## src/sv/prq_pkg.sv

```systemverilog
// Shared types, constants and the entry ordering function of the priority ready queue.
`default_nettype none

package prq_pkg;

    localparam int CAPACITY = 16;
    localparam int IDX_W    = (CAPACITY > 1) ? $clog2(CAPACITY) : 1;
    localparam int CNT_W    = 5;  // occupancy field width, holds 0..CAPACITY

    localparam logic [1:0] FN_INSERT = 2'd0;
    localparam logic [1:0] FN_SELECT = 2'd1;
    localparam logic [1:0] FN_CLEAR  = 2'd2;
    localparam logic [1:0] FN_NOP    = 2'd3;

    localparam logic [1:0] ST_OK    = 2'd0;
    localparam logic [1:0] ST_EMPTY = 2'd1;
    localparam logic [1:0] ST_FULL  = 2'd2;

    // id in the low byte, matching the stream payload layout
    typedef struct packed {
        logic [15:0] arrival;
        logic [7:0]  prio;
        logic [7:0]  id;
    } t_entry;

    typedef struct packed {
        logic load_in;   // latch the accepted item
        logic exec;      // insert / clear / status decision
        logic rd_en;     // read one slot of the scan
        logic swap_wr;   // move last entry into chosen slot
        logic out_load;  // load the result register
    } t_dp_cmd;

    typedef struct packed {
        logic scan_go;    // select on a non-empty queue
        logic scan_last;  // address being read is the last stored slot
    } t_dp_sts;

    // true when x runs before y
    function automatic logic runs_first(input t_entry x, input t_entry y);
        logic r;
        if (x.prio != y.prio) begin
            r = (x.prio < y.prio);
        end else if (x.arrival != y.arrival) begin
            r = (x.arrival < y.arrival);
        end else begin
            r = (x.id < y.id);
        end
        return r;
    endfunction

endpackage

`default_nettype wire

```

## src/sv/prq_ctrl.sv

```systemverilog
// Sequencer of the priority ready queue: handshakes and the select scan.
`default_nettype none

module prq_ctrl (
    input  wire               i_clk,
    input  wire               i_rst_n,
    input  wire               i_in_valid,
    output logic              o_in_ready,
    output logic              o_out_valid,
    input  wire               i_out_ready,
    input  prq_pkg::t_dp_sts  i_sts,
    output prq_pkg::t_dp_cmd  o_cmd
);

    typedef enum logic [5:0] {
        S_IDLE  = 6'b000001,
        S_EXEC  = 6'b000010,
        S_SCAN  = 6'b000100,
        S_DRAIN = 6'b001000,
        S_FIN   = 6'b010000,
        S_OUT   = 6'b100000
    } t_state;

    t_state r_state, n_state;
    logic   r_out_valid, n_out_valid;
    logic   out_free;

    assign out_free    = !r_out_valid || i_out_ready;
    assign o_in_ready  = (r_state == S_IDLE);
    assign o_out_valid = r_out_valid;

    always_comb begin
        n_state        = r_state;
        o_cmd          = '0;
        case (r_state)
            S_IDLE: begin
                if (i_in_valid) begin
                    o_cmd.load_in = 1'b1;
                    n_state       = S_EXEC;
                end
            end
            S_EXEC: begin
                o_cmd.exec = 1'b1;
                n_state    = i_sts.scan_go ? S_SCAN : S_OUT;
            end
            S_SCAN: begin
                o_cmd.rd_en = 1'b1;
                if (i_sts.scan_last) begin
                    n_state = S_DRAIN;
                end
            end
            S_DRAIN: begin
                // last read data is compared this cycle
                n_state = S_FIN;
            end
            S_FIN: begin
                o_cmd.swap_wr = 1'b1;
                n_state       = S_OUT;
            end
            S_OUT: begin
                if (out_free) begin
                    o_cmd.out_load = 1'b1;
                    n_state        = S_IDLE;
                end
            end
            default: begin
                n_state = S_IDLE;
            end
        endcase
    end

    always_comb begin
        if (o_cmd.out_load) begin
            n_out_valid = 1'b1;
        end else if (i_out_ready) begin
            n_out_valid = 1'b0;
        end else begin
            n_out_valid = r_out_valid;
        end
    end

    always_ff @(posedge i_clk) begin
        if (!i_rst_n) begin
            r_state     <= S_IDLE;
            r_out_valid <= 1'b0;
        end else begin
            r_state     <= n_state;
            r_out_valid <= n_out_valid;
        end
    end

endmodule

`default_nettype wire

```

## src/sv/prq_dp.sv

```systemverilog
// Datapath of the priority ready queue: entry memory, count, scan compare and result register.
`default_nettype none

module prq_dp (
    input  wire                            i_clk,
    input  wire                            i_rst_n,
    input  prq_pkg::t_dp_cmd               i_cmd,
    output prq_pkg::t_dp_sts               o_sts,
    input  wire  [1:0]                     i_func,
    input  wire  [31:0]                    i_entry,
    output logic [1:0]                     o_status,
    output logic [7:0]                     o_chosen_id,
    output logic [7:0]                     o_chosen_prio,
    output logic [15:0]                    o_chosen_arrival,
    output logic [prq_pkg::CNT_W-1:0]      o_occupancy
);

    prq_pkg::t_entry r_mem [prq_pkg::CAPACITY];

    logic [1:0]                  r_func;
    prq_pkg::t_entry             r_in;
    logic [prq_pkg::CNT_W-1:0]   r_count, n_count;
    logic [prq_pkg::IDX_W-1:0]   r_idx;
    logic                        r_rd_vld;
    logic [prq_pkg::IDX_W-1:0]   r_rd_idx;
    prq_pkg::t_entry             r_rd_data;
    prq_pkg::t_entry             r_best;
    logic [prq_pkg::IDX_W-1:0]   r_best_idx;
    prq_pkg::t_entry             r_last;
    logic [1:0]                  r_status;

    logic                        full;
    logic                        ins_wr;
    logic                        rd_is_last;
    logic                        take;
    logic                        wr_en;
    logic [prq_pkg::IDX_W-1:0]   wr_addr;
    prq_pkg::t_entry             wr_data;
    logic                        chosen_ok;

    assign full       = (r_count >= prq_pkg::CNT_W'(prq_pkg::CAPACITY));
    assign ins_wr     = i_cmd.exec && (r_func == prq_pkg::FN_INSERT) && !full;
    assign rd_is_last = ((prq_pkg::CNT_W'(r_rd_idx) + prq_pkg::CNT_W'(1)) == r_count);
    assign take       = (r_rd_idx == '0) || prq_pkg::runs_first(r_rd_data, r_best);

    assign o_sts.scan_go   = (r_func == prq_pkg::FN_SELECT) && (r_count != '0);
    assign o_sts.scan_last = ((prq_pkg::CNT_W'(r_idx) + prq_pkg::CNT_W'(1)) == r_count);

    // single write port: insert at the tail, or the swap on removal
    assign wr_en   = ins_wr || i_cmd.swap_wr;
    assign wr_addr = i_cmd.swap_wr ? r_best_idx : r_count[prq_pkg::IDX_W-1:0];
    assign wr_data = i_cmd.swap_wr ? r_last : r_in;

    always_ff @(posedge i_clk) begin
        if (wr_en) begin
            r_mem[wr_addr] <= wr_data;
        end
        if (i_cmd.rd_en) begin
            r_rd_data <= r_mem[r_idx];
        end
    end

    always_comb begin
        n_count = r_count;
        if (i_cmd.exec && (r_func == prq_pkg::FN_CLEAR)) begin
            n_count = '0;
        end else if (ins_wr) begin
            n_count = r_count + prq_pkg::CNT_W'(1);
        end else if (i_cmd.swap_wr) begin
            n_count = r_count - prq_pkg::CNT_W'(1);
        end
    end

    always_ff @(posedge i_clk) begin
        if (!i_rst_n) begin
            r_count  <= '0;
            r_rd_vld <= 1'b0;
            r_idx    <= '0;
        end else begin
            r_count  <= n_count;
            r_rd_vld <= i_cmd.rd_en;
            if (i_cmd.load_in) begin
                r_idx <= '0;
            end else if (i_cmd.rd_en) begin
                r_idx <= r_idx + prq_pkg::IDX_W'(1);
            end
        end
    end

    always_ff @(posedge i_clk) begin
        if (i_cmd.load_in) begin
            r_func <= i_func;
            r_in   <= prq_pkg::t_entry'(i_entry);
        end
        if (i_cmd.rd_en) begin
            r_rd_idx <= r_idx;
        end
        if (i_cmd.exec) begin
            if ((r_func == prq_pkg::FN_INSERT) && full) begin
                r_status <= prq_pkg::ST_FULL;
            end else if ((r_func == prq_pkg::FN_SELECT) && (r_count == '0)) begin
                r_status <= prq_pkg::ST_EMPTY;
            end else begin
                r_status <= prq_pkg::ST_OK;
            end
        end
        // strict compare keeps the lowest slot on an exact tie
        if (r_rd_vld) begin
            if (take) begin
                r_best     <= r_rd_data;
                r_best_idx <= r_rd_idx;
            end
            if (rd_is_last) begin
                r_last <= r_rd_data;
            end
        end
    end

    assign chosen_ok = (r_func == prq_pkg::FN_SELECT) && (r_status == prq_pkg::ST_OK);

    always_ff @(posedge i_clk) begin
        if (i_cmd.out_load) begin
            o_status         <= r_status;
            o_chosen_id      <= chosen_ok ? r_best.id : 8'd0;
            o_chosen_prio    <= chosen_ok ? r_best.prio : 8'd0;
            o_chosen_arrival <= chosen_ok ? r_best.arrival : 16'd0;
            o_occupancy      <= r_count;
        end
    end

`ifndef SYNTHESIS
    a_count_bound: assert property (@(posedge i_clk) disable iff (!i_rst_n)
        r_count <= prq_pkg::CNT_W'(prq_pkg::CAPACITY))
        else $error("entry count above capacity");

    a_swap_dec: assert property (@(posedge i_clk) disable iff (!i_rst_n)
        i_cmd.swap_wr |=> (r_count == ($past(r_count) - prq_pkg::CNT_W'(1))))
        else $error("removal did not decrement count");

    a_rd_in_range: assert property (@(posedge i_clk) disable iff (!i_rst_n)
        r_rd_vld |-> (prq_pkg::CNT_W'(r_rd_idx) < r_count))
        else $error("scan read beyond stored entries");

    a_swap_nonempty: assert property (@(posedge i_clk) disable iff (!i_rst_n)
        i_cmd.swap_wr |-> ((r_count != '0) && (r_func == prq_pkg::FN_SELECT)))
        else $error("removal without a stored entry");
`endif

endmodule

`default_nettype wire

```

## src/sv/priority_ready_queue_core.sv

```systemverilog
// Top level of the priority ready queue: stream ports, sequencer and datapath.
// Insert, clear and no-op items go from acceptance through the exec and output states, and a
// new item is taken only once the result is loaded. Select of n stored entries: the slot memory is
// read once per cycle, one port, so a select scans all n slots, then drains and swaps (no scan when empty).
// A finished result waits in the output register; the next item is taken meanwhile.
// Synchronous active-low reset empties the queue; slot contents stay undefined until written.
`default_nettype none

module priority_ready_queue_core (
    input  wire         i_clk,
    input  wire         i_rst_n,
    input  wire         s_axis_tvalid,
    output logic        s_axis_tready,
    input  wire  [31:0] s_axis_tdata,   // task_id[7:0], prio_level[15:8], arrive_time[31:16]
    input  wire  [1:0]  s_axis_tuser,   // func[1:0]
    output logic        m_axis_tvalid,
    input  wire         m_axis_tready,
    output logic [39:0] m_axis_tdata,   // chosen_id[7:0], chosen_prio[15:8],
                                        // chosen_arrival[31:16], occupancy[36:32], zero[39:37]
    output logic [1:0]  m_axis_tuser    // status[1:0]
);

    prq_pkg::t_dp_cmd           cmd;
    prq_pkg::t_dp_sts           sts;
    logic [7:0]                 chosen_id;
    logic [7:0]                 chosen_prio;
    logic [15:0]                chosen_arrival;
    logic [prq_pkg::CNT_W-1:0]  occupancy;

    prq_ctrl u_ctrl (
        .i_clk       (i_clk),
        .i_rst_n     (i_rst_n),
        .i_in_valid  (s_axis_tvalid),
        .o_in_ready  (s_axis_tready),
        .o_out_valid (m_axis_tvalid),
        .i_out_ready (m_axis_tready),
        .i_sts       (sts),
        .o_cmd       (cmd)
    );

    prq_dp u_dp (
        .i_clk            (i_clk),
        .i_rst_n          (i_rst_n),
        .i_cmd            (cmd),
        .o_sts            (sts),
        .i_func           (s_axis_tuser),
        .i_entry          (s_axis_tdata),
        .o_status         (m_axis_tuser),
        .o_chosen_id      (chosen_id),
        .o_chosen_prio    (chosen_prio),
        .o_chosen_arrival (chosen_arrival),
        .o_occupancy      (occupancy)
    );

    assign m_axis_tdata = {3'b000, occupancy, chosen_arrival, chosen_prio, chosen_id};

endmodule

`default_nettype wire

```

## config.mk

```make
export PLATFORM = sky130hd
export DESIGN_NAME = priority_ready_queue_core
export DESIGN_NICKNAME = d
export VERILOG_FILES = /design/src/sv/prq_pkg.sv /design/src/sv/prq_ctrl.sv /design/src/sv/prq_dp.sv /design/src/sv/priority_ready_queue_core.sv
export SDC_FILE = /design/constraint.sdc
export NUM_CORES = 1
export LEC_CHECK = 0
export BUFFER_PORTS_ARGS = -buffer_cell sky130_fd_sc_hd__buf_2
export CORE_MARGIN = 8
export CORE_UTILIZATION = 56
export DETAILED_ROUTE_END_ITERATION = 6
export GPL_TIMING_DRIVEN = 0
export MAX_ROUTING_LAYER = met4
export PLACE_DENSITY_LB_ADDON = 0.25
export SYNTH_ARGS = -nofsm -noshare
export SYNTH_HDL_FRONTEND = slang
export SYNTH_SLANG_ARGS = --single-unit
```

## constraint.sdc

```tcl
create_clock -name i_clk -period 6.3 [get_ports i_clk]
set_input_delay 1.26 -clock i_clk [delete_from_list [all_inputs] [get_ports i_clk]]
set_output_delay 1.26 -clock i_clk [all_outputs]
set_load 0.01 [all_outputs]
```

Word level (Yosys, flattened, before mapping)
Memory sizes are Yosys's and may differ from the RTL's. A register that Yosys moved wholly into a read port is not among the register bits.
Index checks and enable logic that the tools add are counted.
{"block": "op_classes", "eq_ne": 15, "addsub": 5, "bitwise_logic": 1, "mux": 23, "magnitude_cmp": 4, "n_reduce_logical": 24}
{"operator": "$pmux W6 S6", "n": 1}
{"operator": "$mux W32", "n": 1}
{"operator": "$mux W6", "n": 4}
{"operator": "$lt A16 B16 Y1", "n": 1}
{"operator": "$lt A8 B8 Y1", "n": 2}
{"operator": "$ne A16 B16 Y1", "n": 1}
{"operator": "$mux W1", "n": 14}
{"operator": "$add A4 B1 Y5 const B", "n": 2}
{"operator": "$eq A5 B5 Y1", "n": 2}
{"operator": "$mux W5", "n": 2}
{"operator": "$ne A8 B8 Y1", "n": 1}
{"operator": "$logic_and A1 B1 Y1", "n": 7}
{"operator": "$eq A6 B1 Y1 const B", "n": 1}
{"operator": "$eq A6 B2 Y1 const B", "n": 1}
{"operator": "$eq A6 B3 Y1 const B", "n": 1}
{"operator": "$eq A6 B4 Y1 const B", "n": 1}
{"operator": "$eq A6 B5 Y1 const B", "n": 1}
{"operator": "$eq A6 B6 Y1 const B", "n": 1}
{"operator": "$add A5 B1 Y5 const B", "n": 1}
{"operator": "$ge A5 B5 Y1 const B", "n": 1}
{"operator": "$logic_not A5 Y1", "n": 1}
{"operator": "$reduce_bool A5 Y1", "n": 1}
{"operator": "$sub A5 B1 Y5 const B", "n": 1}
{"operator": "$add A4 B1 Y4 const B", "n": 1}
{"operator": "14 further kinds", "n": 22}
{"block": "totals", "reg_bits": 164, "output_inout_bits": 44, "input_bits": 38, "n_memories": 1, "ram_bits": 512}
{"memory": "u_dp.r_mem", "words": 16, "width": 32, "rd": 1, "rd_ports_with_merged_regs": 1, "wr": 1, "line_no": "prq_dp.sv:18", "text": "prq_pkg::t_entry r_mem [prq_pkg::CAPACITY];"}

Depth between registers and ports, before layout
Gate-level depths: netlist of run 1.
{"block": "logic_depth", "depth_word": 7, "mapped_depth": 12}

Cells and area by module
Synthesis of run 1 repeated with hierarchy kept, for this count alone.
{"block": "unflattened", "hier_cells": 1268, "area_unflattened_um2": 27415.0}
{"module": "prq_dp", "seq_area_each_um2": 20950.1, "instances": 1, "cells_per_inst": 1214, "area_each_um2": 26947.1}
{"module": "prq_ctrl", "seq_area_each_um2": 140.1, "instances": 1, "cells_per_inst": 50, "area_each_um2": 441.7}
{"module": "priority_ready_queue_core", "seq_area_each_um2": 0.0, "instances": 1, "cells_per_inst": 4, "area_each_um2": 26.3}

Worst setup path before layout of run 1
No wires, ideal clock.
{"block": "synth_path", "path_kind": "reg2reg", "from": "register u_dp.r_rd_idx[0] (netlist name)", "to": "register u_dp.r_last[0] (netlist name), enable pin", "path_stages_with_launch": 7, "period_less_slack_ps": 6767, "path_slack_ps": -467, "setup_time_ps": 594, "n_path_buf": 0, "arrival_ps": 6173, "path_cell_list": "edfxtp_1 > ha_1 > xor2_1 > nand3_1 > o21ai_0 > a32oi_1 > a2111oi_0"}
{"block": "synth_via", "elab_chain_len": 3}
{"element": "start: declaration", "line_no": "prq_dp.sv:25", "text": "logic [prq_pkg::IDX_W-1:0] r_rd_idx;"}
{"element": "start signal: assignment", "line_no": "prq_dp.sv:96", "text": "r_rd_idx <= r_idx;"}
{"element": "$add A4 B1 Y5", "line_no": "prq_dp.sv:43", "text": "assign rd_is_last = ((prq_pkg::CNT_W'(r_rd_idx) + prq_pkg::CNT_W'(1)) == r_count);"}
{"element": "$eq A5 B5 Y1", "line_no": "prq_dp.sv:43"}
{"element": "$reduce_and A2 Y1 (no source line)"}
{"element": "end signal: assignment", "line_no": "prq_dp.sv:114", "text": "r_last <= r_rd_data;"}
{"element": "end: declaration", "line_no": "prq_dp.sv:29", "text": "prq_pkg::t_entry r_last;"}
No other way between the ends.
A chain may end at the register's enable or synchronous reset.

Worst setup path after layout of run 1
{"block": "layout_path", "from": "register, netlist name u_dp.r_rd_data[31]", "to": "register u_dp.r_best[18] (netlist name), enable pin"}
{"block": "layout_via", "elab_chain_len": 5, "word_cells_on_any_way": 6}
{"element": "$lt A16 B16 Y1 / $ne A16 B16 Y1 (equally long branches)", "line_no": "prq_pkg.sv:45, prq_pkg.sv:44"}
{"element": "$mux W1 (*)", "line_no": "prq_pkg.sv:44", "text": "end else if (x.arrival != y.arrival) begin"}
{"element": "$mux W1 (*)", "line_no": "prq_pkg.sv:42", "text": "if (x.prio != y.prio) begin"}
{"element": "$logic_or A1 B1 Y1 (*)", "line_no": "prq_dp.sv:44", "text": "assign take = (r_rd_idx == '0) || prq_pkg::runs_first(r_rd_data, r_best);"}
{"element": "$reduce_and A2 Y1 (no source line) (*)"}
{"element": "end signal: assignment", "line_no": "prq_dp.sv:110", "text": "r_best <= r_rd_data;"}
{"element": "end: declaration", "line_no": "prq_dp.sv:27", "text": "prq_pkg::t_entry r_best;"}
Every way passes the cells marked *; elsewhere a longest branch is shown, timed or not.

==> impl_summary.log, run 1 <==
INFO  metric num_vias = 13,336
INFO  metric ys_seq_area_share = 77.5%
INFO  metric power_density = 301 nW/um^2
INFO  metric filler_cell_count = 3,035
INFO  metric global_route_wire_length_before_repair = 92,000 um
INFO  metric grt_usage = 23.3%
INFO  metric io_buffers = 77
INFO  metric synth_warnings = 0
INFO  metric clk_transition_reported_paths = 60 ps
INFO  metric clk_root_buffer_cell = sky130_fd_sc_hd__clkbuf_16
INFO  metric timing.final.max_slew_violations = 0
INFO  metric synth_enable_flop_cells = 691
INFO  metric first_global_vias = 13,917
INFO  metric max-vdd-ir-drop = 0.181 mV
INFO  metric postCtsSetupBuffers = 0
INFO  metric number_of_routed_nets_with_antenna_violations = 0
INFO  metric dp_hpwl = 39,600 um
INFO  metric globalplace.congestion = 0.849
INFO  metric crit_required = 6600 ps
INFO  metric setup.worst_path.class = register to register
INFO  metric cts.path.max_buffers = 3
INFO  metric slew_headroom = 19.7%
INFO  metric synth.avg_cell_area = 21.8 sq um
INFO  metric ios = 82
INFO  metric worst_r2r_path_depth = 9
INFO  metric maxCapViolations = 0
INFO  metric hold_viol_final = 0
INFO  metric min_period_over_period = 59.3%
INFO  metric crit_slowest_cell = sky130_fd_sc_hd__or4_1
INFO  metric syn_inst_count = 1,251
INFO  metric startpoint_type = register
INFO  metric per_cell_via_count_in_the_routed_design = 6.33
INFO  metric cts-hold-fix-buffers = 0
INFO  metric worst_pin_slew = 1200 ps
INFO  metric cts-buffers-inserted = 73
INFO  metric dpl_cell_area = 29,100 sq um
INFO  metric wl_final = 62,700 um
INFO  metric critical_path.cell_chain = ha_1, nand4_1, or4_1, nor4b_1, o211ai_1, o211ai_1, buf_4, buf_4, buf_4
INFO  metric unrepaired_setup_endpoints_after_global_routing = false
INFO  metric max_stage_delay = 640 ps
INFO  metric antenna_found_initial = 4
INFO  metric setup-violations-final = 0
INFO  metric drive_above_1_share = 29.0%
INFO  metric drtPass1Iterations = 7
INFO  metric area_growth_syn_to_layout = 15.1%
INFO  metric synth_async_sr_flop_share = 0%
INFO  metric mostFrequentLayoutCell = sky130_fd_sc_hd__edfxtp_1
INFO  metric critical_path.max_fanout = 7
INFO  metric reg_area = 21,100 sq um
INFO  metric grt_overflow_total = 0
INFO  metric floorplan.initialDensity = 56.9%
INFO  metric synth.ff_latch_count = 708
INFO  metric synth.lib_cells_used.distinct = 51
INFO  metric tritoncts = yes
INFO  metric drt_first_iter_violations = 1,506
INFO  metric regToRegSetupSlack = 2570 ps
INFO  metric layout_common_cells = sky130_fd_sc_hd__edfxtp_1, sky130_fd_sc_hd__mux4_2, sky130_fd_sc_hd__buf_2, sky130_fd_sc_hd__clkbuf_16, sky130_fd_sc_hd__clkbuf_1
INFO  metric layout.cell_area.non_filler = 31,300 sq um
INFO  metric cts.sink_count = 708
INFO  metric hp-class = register to register
INFO  metric clock_skew = 10.9 ps
INFO  metric most_instantiated_flip_flop_cell_in_the_synthesis_netlist = sky130_fd_sc_hd__edfxtp_1
INFO  metric worst_r2r_startpoint = u_dp.r_rd_data[31]$_DFFE_PP_
INFO  metric coreArea = 47,800 sq um
INFO  metric grt_max_degree = 29
INFO  metric clock_latency = 600 ps
INFO  metric signal_arrival_time_at_the_worst_endpoint = 4040 ps
INFO  metric htreeDepth = 3
INFO  metric die_height = 236 um
INFO  metric final.min_clock_period = 3730 ps
INFO  metric regToRegEndpoint = u_dp.r_best[18]$_DFFE_PP_
INFO  metric whs = 435 ps
INFO  metric synthesis.area = 27,200 sq um
INFO  metric critPathCapture = u_dp.r_best[18]$_DFFE_PP_
INFO  metric critPathCaptureType = register
INFO  metric timing.fmax = 268 MHz
INFO  metric power.static_leakage = 9.96 nW
INFO  metric rows = 80
INFO  metric multiInputGateArea = 5860 sq um
INFO  metric power = 9.42 mW
INFO  metric dieWidth = 236 um
INFO  metric fin_util = 65.5%
INFO  metric nets = 1,515
INFO  metric status = finished, final reports clean
INFO  metric routedWlPerCell = 29.7 um
INFO  metric post_cts.resized_instances = 0
INFO  metric die_area = 55,900 sq um
INFO  metric detail_route.drc_violations = 0
INFO  metric startpoint = u_dp.r_rd_data[31]$_DFFE_PP_
INFO  metric crit_top_cell = sky130_fd_sc_hd__buf_4
==> layer usage <==
layer	vias to the layer above	share of wire, %	track usage, %	routed length, um
li1	5566	-	-	-
met1	7025	39	29.8	24700
met2	610	49	36.5	30600
met3	135	7.9	4.73	4940
met4	0	3.9	10.1	2430
met5	-	0	-	0
==> cell usage after synthesis, types with 2 or more instances <==
library cell,n,share of area [%]
sky130_fd_sc_hd__mux2_2,32,1.3
sky130_fd_sc_hd__xnor2_1,11,0.35
sky130_fd_sc_hd__nor3_1,7,0.13
sky130_fd_sc_hd__a21oi_1,14,0.26
sky130_fd_sc_hd__mux4_2,160,13
sky130_fd_sc_hd__dfxtp_1,17,1.3
sky130_fd_sc_hd__xor2_1,5,0.16
sky130_fd_sc_hd__a2111oi_0,2,0.064
sky130_fd_sc_hd__nor4_1,30,0.69
sky130_fd_sc_hd__buf_1,18,0.25
sky130_fd_sc_hd__or4_1,4,0.11
sky130_fd_sc_hd__nor2b_1,3,0.069
sky130_fd_sc_hd__o211ai_1,3,0.083
sky130_fd_sc_hd__ha_1,37,1.7
sky130_fd_sc_hd__nor2_1,35,0.48
sky130_fd_sc_hd__clkbuf_1,32,0.44
sky130_fd_sc_hd__a32oi_1,5,0.16
sky130_fd_sc_hd__o31ai_1,2,0.055
sky130_fd_sc_hd__a21o_1,3,0.083
sky130_fd_sc_hd__a31oi_1,5,0.11
sky130_fd_sc_hd__nand3_1,9,0.17
sky130_fd_sc_hd__a211oi_1,2,0.055
sky130_fd_sc_hd__nor3b_1,5,0.14
sky130_fd_sc_hd__buf_4,3,0.083
sky130_fd_sc_hd__o21ai_0,13,0.24
sky130_fd_sc_hd__and4_1,2,0.064
sky130_fd_sc_hd__and2_1,5,0.11
sky130_fd_sc_hd__nand2b_1,5,0.11
sky130_fd_sc_hd__edfxtp_1,691,76
sky130_fd_sc_hd__nand3b_1,3,0.083
sky130_fd_sc_hd__nand2_1,14,0.19
sky130_fd_sc_hd__nand4_1,5,0.11
sky130_fd_sc_hd__buf_2,9,0.17
sky130_fd_sc_hd__inv_1,43,0.59
==> state kept, by name, summed over array words and instances (netlist names), 4 cells and up <==
register and cells:
u_dp.r_rd_data 32, u_dp.r_rd_idx 4, u_ctrl.r_state 6, u_dp.r_mem 512, u_dp.o_chosen_id 8, u_dp.r_last 32, u_dp.o_occupancy 5, u_dp.r_in 32
u_dp.r_best 32, u_dp.r_count 5, u_dp.o_chosen_arrival 16, u_dp.r_best_idx 4, u_dp.o_chosen_prio 8, u_dp.r_idx 4
==> how the worst min path moves through the flow <==
stage,from,endpoint,slack [ps],depth (start not counted)
global placement,u_dp.r_idx[3]$_SDFFE_PP0P_,u_dp.r_rd_idx[3]$_DFFE_PP_,410,0
detailed placement,u_dp.r_idx[3]$_SDFFE_PP0P_,u_dp.r_rd_idx[3]$_DFFE_PP_,420,0
finish,u_dp.r_idx[3]$_SDFFE_PP0P_,u_dp.r_rd_idx[3]$_DFFE_PP_,430,0
floorplan,u_dp.r_idx[3]$_SDFFE_PP0P_,u_dp.r_rd_idx[3]$_DFFE_PP_,410,0
CTS,u_dp.r_idx[3]$_SDFFE_PP0P_,u_dp.r_rd_idx[3]$_DFFE_PP_,440,0
global route,u_dp.r_idx[3]$_SDFFE_PP0P_,u_dp.r_rd_idx[3]$_DFFE_PP_,440,0
==> cells by family after synthesis <==
group / after synthesis / synth area share, %
other: 1 / 0.0138
DFF: 708 / 77.5
buffers and inverters: 106 / 1.54
muxes: 193 / 14.6
AOI/OAI and AO/OA: 57 / 1.42
adders and majority gates: 38 / 1.77
and+or+nand+nor: 132 / 2.65
xor gates and xnor gates: 16 / 0.515
==> critical path: cells and delay by family (launching register included) <==
kind | cells | cell delay [ps]
adders and majority gates | 1 | 340
DFF | 1 | 490
and+or+nand+nor | 3 | 1300
buffers and inverters | 3 | 630
AOI/OAI and AO/OA | 2 | 660
==> power by group <==
group / switching, mW / internal, mW / leakage [nW] / total (mW)
registers: 0.0106 / 5.19 / 6.37 / 5.20
clock network: 1.71 / 2.39 / 1.11 / 4.10
logic: 0.0916 / 0.0321 / 2.48 / 0.124
==> area by class of cell <==
type	count	share of cell area (%)
Buffer	62	0.815
Antenna cell	2	0.0160
Clock inverter	34	0.747
Tap cell	615	2.46
Sequential cell	708	67.3
Multi-Input combinational cell	439	18.7
Clock buffer	93	6.48
Inverter	44	0.527
Timing Repair Buffer	111	2.95
==> through the flow <==
step | worst slack, ps | cells | TNS, ps
2_1_floorplan | 1100 | 1253 | 0
3_3_place_gp | -3600 | 1945 | -114920
3_5_place_dp | 2710 | 1979 | 0
4_1_cts | 2590 | 2106 | 0
5_1_grt | 2400 | 2108 | 0
6_report | 2570 | 2108 | 0
(Power assumes the default switching activity.)
==> run 2, diff against run 1 <==
Clock period 6.3 ns to 3.4 ns, I/O delays scaled along.
==> run 2 against run 1 <==
Critical path depth down 1. Maximum frequency increased by 10%. Clock-buffer cell count shrank 2. Flip-flop and latch count did not move. Worst setup slack worse by 2600 ps. Clock power grew 76%. Register-to-register slack got worse by 2600 ps. Clock skew grew 11 ps. Worst hold slack got worse by 180 ps. Largest cell class unchanged.
==> impl_summary.log, run 2 (synthesis gave the netlist of run 1 again) <==
INFO  metric status = finished, final reports clean (unchanged)
INFO  metric ios = 82 (unchanged)
INFO  metric pwr-share-seq = 56.4% (was 55.2%)
INFO  metric detail_route.drc_violations = 0 (unchanged)
INFO  metric largest_register = u_dp.r_mem (unchanged)
INFO  metric timing.final.max_slew_violations = 0 (unchanged)
INFO  metric nets = 1,531 (was 1,515)
INFO  metric globalplace.congestion = 0.801 (was 0.849)
INFO  metric power.static_leakage = 10.0 nW (was 9.96 nW)
INFO  metric filler_cell_count = 3,023 (was 3,035)
INFO  metric signal_arrival_time_at_the_worst_endpoint = 3690 ps (was 4040 ps)
INFO  metric drt_first_iter_violations = 1,503 (was 1,506)
INFO  metric cts-buffers-inserted = 70 (was 73)
INFO  metric worst_r2r_path_depth = 8 (was 9)
INFO  metric critical-path-top-delay-family = simple AND/OR/NAND/NOR gates (unchanged)
INFO  metric coreArea = 47,800 sq um (unchanged)
INFO  metric floorplan.initialDensity = 56.9% (unchanged)
INFO  metric reg_area = 21,100 sq um (about the same)
INFO  metric grt_overflow_total = 0 (unchanged)
INFO  metric swShare = 19.5% (was 19.3%)
INFO  metric critPathCaptureType = register (unchanged)
INFO  metric min_period_over_period = 99.7% (was 59.3%)
INFO  metric power = 17.1 mW (was 9.42 mW)
INFO  metric largest_register_ffs = 512 (unchanged)
INFO  metric final.min_clock_period = 3390 ps (was 3730 ps)
INFO  metric max-vdd-ir-drop = 0.349 mV (was 0.181 mV)
INFO  metric layout_common_cells = sky130_fd_sc_hd__edfxtp_1, sky130_fd_sc_hd__mux4_2, sky130_fd_sc_hd__buf_2, sky130_fd_sc_hd__clkbuf_16, sky130_fd_sc_hd__clkbuf_1 (unchanged)
INFO  metric crit_required = 3700 ps (was 6600 ps)
INFO  metric clock_skew = 21.4 ps (was 10.9 ps)
INFO  metric grt_usage = 23.5% (was 23.3%)
INFO  metric routedWlPerCell = 29.8 um (was 29.7 um)
INFO  metric clk_root_buffer_cell = sky130_fd_sc_hd__clkbuf_16 (unchanged)
INFO  metric pre_cts_slack = -556 ps (was 2710 ps)
INFO  metric clk_transition_reported_paths = 60 ps (about the same)
INFO  metric first_global_vias = 13,586 (was 13,917)
INFO  metric num_vias = 13,454 (was 13,336)
INFO  metric whs = 253 ps (was 435 ps)
INFO  metric drive_above_1_share = 30.3% (was 29.0%)
INFO  metric total_switching_power = 3.33 mW (was 1.81 mW)
INFO  metric antenna_found_initial = 0 (was 4)
INFO  metric rows = 80 (unchanged)
INFO  metric maxCapViolations = 0 (unchanged)
INFO  metric setup.worst_path.class = register to register (unchanged)
INFO  metric io_buffers = 77 (unchanged)
INFO  metric max_stage_delay = 580 ps (was 640 ps)
INFO  metric global_route_wire_length_before_repair = 91,800 um (was 92,000 um)
INFO  metric post-route-worst-setup-slack = 8.90 ps (was 2570 ps)
INFO  metric regToRegEndpoint = u_dp.r_best[19]$_DFFE_PP_ (was u_dp.r_best[18]$_DFFE_PP_)
INFO  metric startpoint_type = register (unchanged)
INFO  metric hp-class = primary input to register (was register to register)
INFO  metric grt_max_degree = 30 (was 29)
INFO  metric per_cell_via_count_in_the_routed_design = 6.33 (about the same)
INFO  metric clock_latency = 610 ps (was 600 ps)
INFO  metric dieWidth = 236 um (unchanged)
INFO  metric unrepaired_setup_endpoints_after_global_routing = false (unchanged)
INFO  metric critical_path.cell_chain = ha_1, nand4_1, or4_1, nor4b_4, o211ai_1, o211ai_1, buf_4, buf_4 (was ha_1, nand4_1, or4_1, nor4b_1, o211ai_1, o211ai_1, buf_4, buf_4, buf_4)
INFO  metric die_height = 236 um (unchanged)
INFO  metric worst_r2r_startpoint = u_dp.r_rd_data[27]$_DFFE_PP_ (was u_dp.r_rd_data[31]$_DFFE_PP_)
INFO  metric number_of_routed_nets_with_antenna_violations = 0 (unchanged)
INFO  metric worstHoldPathCells = 1 (was 0)
INFO  metric multiInputGateArea = 5890 sq um (was 5860 sq um)
INFO  metric layout.cell_area.non_filler = 31,500 sq um (was 31,300 sq um)
INFO  metric tritoncts = yes (unchanged)
INFO  metric hold_viol_final = 0 (unchanged)
INFO  metric cts.sink_count = 708 (unchanged)
INFO  metric dp_hpwl = 39,200 um (was 39,600 um)
INFO  metric die_area = 55,900 sq um (unchanged)
INFO  metric n_antenna_cell = 0 (was 2)
INFO  metric min-delay-start = s_axis_tuser[0] (was u_dp.r_idx[3]$_SDFFE_PP0P_)
INFO  metric area_growth_syn_to_layout = 15.8% (was 15.1%)
INFO  metric worstPathBufferInverterCount = 2 (was 3)
INFO  metric htreeDepth = 3 (unchanged)
INFO  metric dpl_cell_area = 29,000 sq um (was 29,100 sq um)
INFO  metric combinationalPowerShare = 1.3% (about the same)
INFO  metric hold_path_end = u_dp.r_func[0]$_DFFE_PP_ (was u_dp.r_rd_idx[3]$_DFFE_PP_)
INFO  metric share_clk_of_total_power = 42.3% (was 43.5%)
INFO  metric crit_slowest_cell = sky130_fd_sc_hd__or4_1 (unchanged)
INFO  metric regToRegSetupSlack = 9 ps (was 2570 ps)
INFO  metric cts.path.max_buffers = 3 (unchanged)
INFO  metric worst_pin_slew = 1190 ps (was 1200 ps)
INFO  metric timing.fmax = 295 MHz (was 268 MHz)
INFO  metric p_int = 13.8 mW (was 7.61 mW)
INFO  metric power_density = 542 nW/um^2 (was 301 nW/um^2)
INFO  metric critical_path.max_fanout = 10 (was 7)
INFO  metric wl_final = 63,200 um (was 62,700 um)
INFO  metric slew_headroom = 21.0% (was 19.7%)
INFO  metric mostFrequentLayoutCell = sky130_fd_sc_hd__edfxtp_1 (unchanged)
INFO  metric fin_util = 65.9% (was 65.5%)
INFO  metric drtPass1Iterations = 5 (was 7)
INFO  metric setup-violations-final = 0 (unchanged)
## run 2: changes by cell type in the layout (fill, tap and decap cells not counted), moves of 2 or more
cell,delta
sky130_fd_sc_hd__buf_4,+5
sky130_fd_sc_hd__buf_6,+2
sky130_fd_sc_hd__clkinv_1,-5
sky130_fd_sc_hd__buf_8,+3
sky130_fd_sc_hd__clkbuf_16,-6
sky130_fd_sc_hd__buf_12,+16
sky130_fd_sc_hd__clkinv_2,+6
sky130_fd_sc_hd__diode_2,-2
sky130_fd_sc_hd__inv_6,+3
sky130_fd_sc_hd__buf_16,-4
sky130_fd_sc_hd__clkbuf_1,+4
sky130_fd_sc_hd__buf_2,-4
## run 2: worst max-delay path by stage
| stage | end | slack (ps) | start | cells past startpoint |
|---|---|---|---|---|
| 4_1_cts | u_dp.r_count[4]$_SDFFE_PP0P_ | -20 | u_ctrl.r_state[3]$_SDFFE_PN0P_ | 11 |
| 3_3_place_gp | u_dp.r_mem[13][13]$_DFFE_PP_ | -2300 | u_ctrl.r_state[2]$_SDFFE_PN0P_ | 7 |
| 6_report | u_dp.r_best[19]$_DFFE_PP_ | 9 | u_dp.r_rd_data[27]$_DFFE_PP_ | 8 |
| 2_1_floorplan | u_dp.r_mem[13][0]$_DFFE_PP_ | -210 | u_ctrl.r_state[2]$_SDFFE_PN0P_ | 7 |
| 5_1_grt | u_dp.r_best[19]$_DFFE_PP_ | 30 | u_dp.r_rd_data[30]$_DFFE_PP_ | 8 |
| 3_5_place_dp | u_dp.r_best[17]$_DFFE_PP_ | -560 | u_dp.r_rd_data[30]$_DFFE_PP_ | 8 |
## run 2: timing repair
| action | 4_1_cts | 5_1_grt |
|---|---|---|
| endpoints found under the setup margin | 219 | 129 |
| gates resized for setup | 1 | 8 |
| buffers inserted | 13 | 9 |
| hold endpoints to repair | 0 | 0 |
| pin swaps | 11 | 7 |
| hold buffers | 0 | 0 |
## run 2: area by class of cell
cell class | count | area share, %
tap | 615 | 2.44
clock inverter | 35 | 0.707
multi-input combinational | 439 | 18.7
inverter | 44 | 0.532
sequential | 708 | 66.9
timing repair buffer | 130 | 3.88
clock buffer | 91 | 6.01
buffer | 62 | 0.822
## run 2: through the flow
step / TNS (ps) / cells
6_report: 0 / 2124
5_1_grt: 0 / 2124
4_1_cts: -18.6 / 2115
3_5_place_dp: -15780 / 1976
3_3_place_gp: -1189170 / 1945
2_1_floorplan: -95410 / 1253
## run 2: per-layer routing
metal	wire length [um]	share of wire [%]	global-route usage [%]	vias up
li1	-	-	-	5603
met1	24400	39	30.5	7036
met2	31200	49	37.1	695
met3	5710	9.0	4.59	120
met4	1850	2.9	8.46	0
met5	0	0	-	-
## run 2: power by group through the flow
stage | Clock, mW | Combinational [mW] | Sequential [mW]
6_report | 7.23 | 0.228 | 9.63
2_1_floorplan | 0 | 0.127 | 9.80
4_1_cts | 7.34 | 0.226 | 9.63
5_1_grt | 7.66 | 0.248 | 9.63
3_3_place_gp | 0 | 0.202 | 9.82
3_5_place_dp | 0 | 0.226 | 9.81
